===== config.mk =====
export PLATFORM = sky130hd
export DESIGN_NAME = rbed_div
export DESIGN_NICKNAME = d
export VERILOG_FILES = /design/src/design/rbed_pkg.sv /design/src/design/rbed_div.sv
export SDC_FILE = /design/constraint.sdc
export NUM_CORES = 2
export LEC_CHECK = 0
export ABC_AREA = 0
export BUFFER_PORTS_ARGS = -buffer_cell sky130_fd_sc_hd__clkbuf_2
export CORE_ASPECT_RATIO = 0.7
export CORE_MARGIN = 10
export CORE_UTILIZATION = 60
export CTS_CLUSTER_DIAMETER = 120
export DETAILED_ROUTE_END_ITERATION = 8
export PLACE_DENSITY = 0.84
export SLEW_MARGIN = 20
export SYNTH_ARGS = -nofsm -noshare
export SYNTH_HDL_FRONTEND = slang
export SYNTH_SLANG_ARGS = --single-unit
export TNS_END_PERCENT = 30

===== constraint.sdc =====
create_clock -name clock -period 3.7 [get_ports clock]
set_input_delay 0.185 -clock clock [delete_from_list [all_inputs] [get_ports clock]]
set_output_delay 0.185 -clock clock [all_outputs]
set_load 0.005 [all_outputs]

===== src/design/rbed_pkg.sv =====
package rbed_pkg;

   localparam int COORD_W   = 16;
   localparam int FRAC_BITS = 12;
   localparam int DIFF_W    = COORD_W + 1;
   // dividend = diff << FRAC_BITS
   localparam int NUM_W     = DIFF_W + FRAC_BITS;
   // quotient magnitude never exceeds dividend magnitude
   localparam int QUO_W     = NUM_W + 1;
   // magnitude widths for the restoring divider
   localparam int NMAG_W    = NUM_W;
   localparam int DMAG_W    = COORD_W;
   localparam int EXIT_W    = 24;
   localparam int DIV_STEPS = NMAG_W;

   localparam logic signed [COORD_W-1:0] BOX_LOW_RST  = -16'sd4096;
   localparam logic signed [COORD_W-1:0] BOX_HIGH_RST = 16'sd4096;

   typedef enum logic [2:0] {
      REG_X_LOW  = 3'd0,
      REG_X_HIGH = 3'd1,
      REG_Y_LOW  = 3'd2,
      REG_Y_HIGH = 3'd3,
      REG_Z_LOW  = 3'd4,
      REG_Z_HIGH = 3'd5
   } reg_idx_type;

   // slab bounds flags travelling with one axis
   typedef struct packed {
      logic in_slab;  // origin inside the slab
      logic zero_dir; // direction component is zero
   } slab_flags_type;

endpackage


===== src/design/rbed_div.sv =====
module rbed_div
   import rbed_pkg::*;
(
   input  logic                      clock,
   input  logic signed [NUM_W-1:0]   in_num,
   input  logic signed [COORD_W-1:0] in_den,
   output logic signed [QUO_W-1:0]   out_quo
);
   // Pipelined restoring divider, a load stage then one quotient bit per stage,
   // truncating toward zero. Zero divisor gives garbage that the caller masks.
   logic [NMAG_W-1:0] num_ff [DIV_STEPS+1];
   logic [DMAG_W-1:0] den_ff [DIV_STEPS+1];
   logic [DMAG_W:0]   rem_ff [DIV_STEPS+1];
   logic              neg_ff [DIV_STEPS+1];

   logic [NMAG_W-1:0] num_in;
   logic [DMAG_W-1:0] den_in;

   // take magnitudes
   always_comb begin
      num_in = in_num[NUM_W-1] ? NMAG_W'(-in_num) : NMAG_W'(in_num);
      den_in = in_den[COORD_W-1] ? DMAG_W'(-in_den) : DMAG_W'(in_den);
   end

   always_ff @(posedge clock) begin
      num_ff[0] <= num_in;
      den_ff[0] <= den_in;
      rem_ff[0] <= '0;
      neg_ff[0] <= in_num[NUM_W-1] ^ in_den[COORD_W-1];
   end

   // one quotient bit per stage, shifted into num from the bottom
   for (genvar s = 0; s < DIV_STEPS; s++) begin : g_step
      logic [DMAG_W+1:0] trial;
      logic [DMAG_W:0]   shifted;
      always_comb begin
         shifted = {rem_ff[s][DMAG_W-1:0], num_ff[s][NMAG_W-1]};
         trial   = {1'b0, shifted} - {2'b00, den_ff[s]};
      end
      always_ff @(posedge clock) begin
         rem_ff[s+1] <= trial[DMAG_W+1] ? shifted : trial[DMAG_W:0];
         num_ff[s+1] <= {num_ff[s][NMAG_W-2:0], ~trial[DMAG_W+1]};
         den_ff[s+1] <= den_ff[s];
         neg_ff[s+1] <= neg_ff[s];
      end
   end

   // apply sign
   always_comb begin
      out_quo = neg_ff[DIV_STEPS] ? -$signed({1'b0, num_ff[DIV_STEPS]})
                                  :  $signed({1'b0, num_ff[DIV_STEPS]});
   end

endmodule


### Word level (Yosys, flattened, before mapping)

Memories as Yosys holds them, arrays and structs flattened.
Cells that the tools add are included.

| cells by class | value |
|---|---|
| add/sub/neg operators | 32 |
| bitwise operators | 30 |
| multiplexer cells | 32 |

Operators with widths:

| kind | number |
|---|---|
| $sub A17 B16 Y18 | 29 |
| $mux W17 | 29 |
| $mux W30 | 1 |
| $neg A29 Y30 | 1 |
| $mux W29 | 1 |
| $neg A29 Y29 | 1 |
| $not A1 Y1 | 29 |
| $mux W16 | 1 |
| $neg A16 Y16 | 1 |
| $xor A1 B1 Y1 | 1 |

| storage, ports and cells | value |
|---|---|
| flip-flop bits (word level) | 0 |
| bits in writable memories | 1890 |
| memories kept | 4 |
| word-level logic and storage cells | 98 |
| output and inout port bits | 30 |

Memory list:

| memory | words | width | read ports | clocked after Yosys merged registers in | write ports | RTL line | source |
|---|---|---|---|---|---|---|---|
| num_ff | 30 | 29 | 30 | 0 | 30 | rbed_div.sv:11 | `logic [NMAG_W-1:0] num_ff [DIV_STEPS+1];` |
| rem_ff | 30 | 17 | 29 | 0 | 30 | rbed_div.sv:13 | `logic [DMAG_W:0] rem_ff [DIV_STEPS+1];` |
| den_ff | 30 | 16 | 29 | 0 | 30 | rbed_div.sv:12 | `logic [DMAG_W-1:0] den_ff [DIV_STEPS+1];` |
| neg_ff | 30 | 1 | 30 | 0 | 30 | rbed_div.sv:14 | `logic neg_ff [DIV_STEPS+1];` |

### Logic depth before layout (Yosys ltp)

| depth | value |
|---|---|
| depth after elaboration | 2 |
| depth in mapped cells | 12 |
| depth with buffers taken out | 11 |

### Worst setup path after synthesis

No wires, ideal clock.

| timing path | value |
|---|---|
| path type | register to register |
| start point | memory den_ff[1][113] (netlist name) |
| end point | memory rem_ff[1][146] (netlist name) |
| stages on the path, launching flop included | 12 |
| setup time | 0.121 ns |
| period minus slack after synthesis | 3.003 ns |
| buffers on the path | 2 |
| data required time | 3.579 ns |
| slack | 0.697 ns |
| arrival time | 2.882 ns |
| path through | dfxtp_1 -> inv_1 -> ha_1 -> nor2b_1 -> o31a_1 -> o31a_1 -> a41oi_1 -> a211o_1 -> and2_1 -> clkbuf_1 -> buf_1 -> mux2_2 |

RTL lines:

| what | RTL line |
|---|---|
| start, declared | rbed_div.sv:12 |
| end, declared | rbed_div.sv:13 |

==> results.md <==
- Status: complete, no violations
- Total Power: 73,300 uW
- Cell count after synthesis: 5,706
- Initial core utilization: 0.604
- Commonest cells after routing, fill and taps aside: 1,812 x dfxtp_1, 566 x inv_1, 452 x ha_1, 293 x mux2_2, 276 x a21oi_1
- Initial antenna violation count: 7
- Routed WL: 123,000 um
- Final cell count without fillers: 7,538
- Hold_ws: 0.120 ns
- Max Root-Sink Buffers: 3
- Setup Buffers After CTS: 0
- Drt pass-1 iters: 6
- Critical Path Source: num_ff[29][8]
- NumNets Final: 6,512
- DR WL/cell: 16.3 um
- Largest net degree at the start of global routing: 31
- Worst-margin pin slew: 0.937 ns
- Startpoint types: flip-flop
- Placer Congestion: 0.893
- Clk root buf: clkbuf_16
- Cell Chain, Critical Path: or4_1 > nor4_2 > nand3_1 > nor3_1 > nand2b_1 > o31ai_1 > xnor2_1 > clkbuf_2
- Die W: 410 um
- Largest family of logic cells by synthesized area: compound AO/OA/AOI/OAI gates
- IO buf count: 75
- CP max stage cell: or4_1
- Max VDD drop: 0.000549 V
- RSZ-0062 raised after global routing: no
- Top achievable clock speed: 0.304 GHz
- HP Class: primary input to flip-flop
- Slew HR: 0.367
- Clock Sink Count: 1,812
- Compound-gate portion of the synthesized area: 0.122
- Most common cell after layout, fill and taps aside: dfxtp_1
- Dpl cells: 7,183
- Crit path capture type: primary output
- Worst-path maximum fanout: 4
- # rows: 100
- Worst R2R Start: den_ff[0][113]
- Post-synth EDFFs: 0
- Min-delay src: in_num[28]
- Core ar.: 0.106 mm2
- CP max stage delay: 0.59 ns
- Final Cycle Share: 0.889
- GRT Util Overall: 0.199
- Register bit count reported by yosys: 1,812
- Worst EP required: 3.51 ns
- TritonCTS Buffers: 157
- Synth Area in Simple Gates: 0.0684
- Setup Viol. Count Final: 0
- CP Buf/Inv Count: 1
- Levels on crit path: 8
- Post-synthesis mux area share: 0.0595
- Hold Path Stages: 3
- Share of cells above drive strength 1: 0.117
- Predominant post-synthesis flop cell: dfxtp_1
- Synth Area in Adders: 0.0968
- First-pass GRT wire length: 200,000 um
- CTS tree: yes
- Asr flop ratio synth: 0
- Seq/Total Area, Yosys: 0.566
- Minimum clock period: 3.29 ns
- Worst-path clk slew: 0.07 ns
- Setup TNS: 0 ns
- Total gr overflow: 0
- Max-slew violations: 0
- Cell Area, Synth: 0.0640 mm2
- Pleak: 0.0320 uW
- Worst Path Arrival: 3.10 ns
- Largest delay share family, worst path: simple AND/OR/NAND/NOR gates
- Vias: 40,341
- Netlist cell types: 77
- Remaining antenna violation count: 0
- Synthesis Warnings: 0
- Die Area: 0.120 mm2
- First-iteration detailed-routing DRC count: 2,815
- Post-route DRC violation count: 0
- Mapped Avg Cell Area: 11.2 um2
- Vias in the first global route: 39,477
- Area Growth Syn to Fin: 13.3%
- Drt via density: 5.35
- Worst Reg-to-Reg Cells: 9
- Max Cap Violations: 0
- Worst-Skew Late Latency: 0.76 ns
- Pwr/cell area: 1010 mW/mm2
- H-tree Lvls: 4
- Final hold violation count: 0
- Hpwl dp: 88,400 um
- CP Class: flip-flop to primary output
- Post-synthesis xor/xnor area fraction: 0.0486
- Die span in y: 293 um
- Io pins: 76
- Clk_skew: 0.0231 ns
registers in the layout (all words and copies together) (netlist names):
register	cells
num_ff	870
rem_ff	448
den_ff	464
neg_ff	30
where the power goes:
group	total, uW	internal (uW)	switching [uW]
Sequential	27600	24900	2660
Combinational	28700	13800	14800
Clock	17100	9990	7100
Total	73300	48700	24600
repair_timing:
action / CTS / global route
hold endpoints to repair: 46 / 0
hold buffers: 73 / 0
resized for setup: 0 / 1
setup endpoints to repair: 0 / 1
cells by family (layout without fill, tap and decap cells):
family                     after synthesis  count (layout)
adders and majority gates              479             479
DFF                                   1812            1812
and+or+nand+nor                        883             883
AOI/OAI and AO/OA                     1188            1188
buffers and inverters                  644            1041
xor gates and xnor gates               355             355
muxes                                  344             344
other                                    1               8
final timing paths:
path | slack [ns] | endpoint
worst max-delay path | 0.41 | out_quo[24]
worst min-delay path | 0.12 | num_ff[0][1]
worst max register to register | 0.47 | rem_ff[0][150]
worst min register to register | 0.31 | num_ff[24][9]
per-stage QoR:
stage	setup WS [ns]	util	cell area, um2
final	0.412	0.684	72500
after detailed placement	0.564	0.625	66300
after floorplan	0.697	-	64100
after global routing	0.156	0.683	72500
after CTS	0.234	0.683	72500
after global placement	0.609	0.625	66300
tightest hold or removal path: stages:
cell and delay (ns):
clkbuf_2 0.39, nand2_1 0.16, o21ai_0 0.07
cells in the mapped netlist (50+ instances only):
cell type,count,share of area
nor2_1,254,0.015
clkbuf_1,59,0.0035
nor2b_1,55,0.0054
o21a_1,73,0.0086
a31oi_1,67,0.0065
nor3_1,72,0.0056
nand2_1,175,0.010
nand3_1,89,0.0070
ha_1,452,0.088
inv_1,566,0.033
o21ai_0,242,0.019
a211oi_1,63,0.0074
mux2i_1,50,0.0078
nand2b_1,50,0.0049
mux2_2,293,0.052
a21oi_1,277,0.022
a21o_1,118,0.014
o31ai_1,76,0.0089
xnor2_1,245,0.034
dfxtp_1,1812,0.57
xor2_1,110,0.015
final cells by class:
type,count,area (um2)
Sequential cell,1812,36300
Inverter,566,2120
Multi-Input combinational cell,3256,25400
Timing Repair Buffer,194,1460
Fill cell,7653,33600
Antenna cell,1,2.50
Clock buffer,210,4410
Clock inverter,71,1070
Tap cell,1428,1790
metal layers:
layer | vias to the layer above | GRT usage | share of wire
met3 | 224 | 0.0403 | 0.067
met2 | 1141 | 0.290 | 0.40
met5 | - | 0 | 0
li1 | 20296 | - | -
met4 | 0 | 0.0594 | 0.021
met1 | 18680 | 0.296 | 0.51
(Power assumes the default switching activity.)
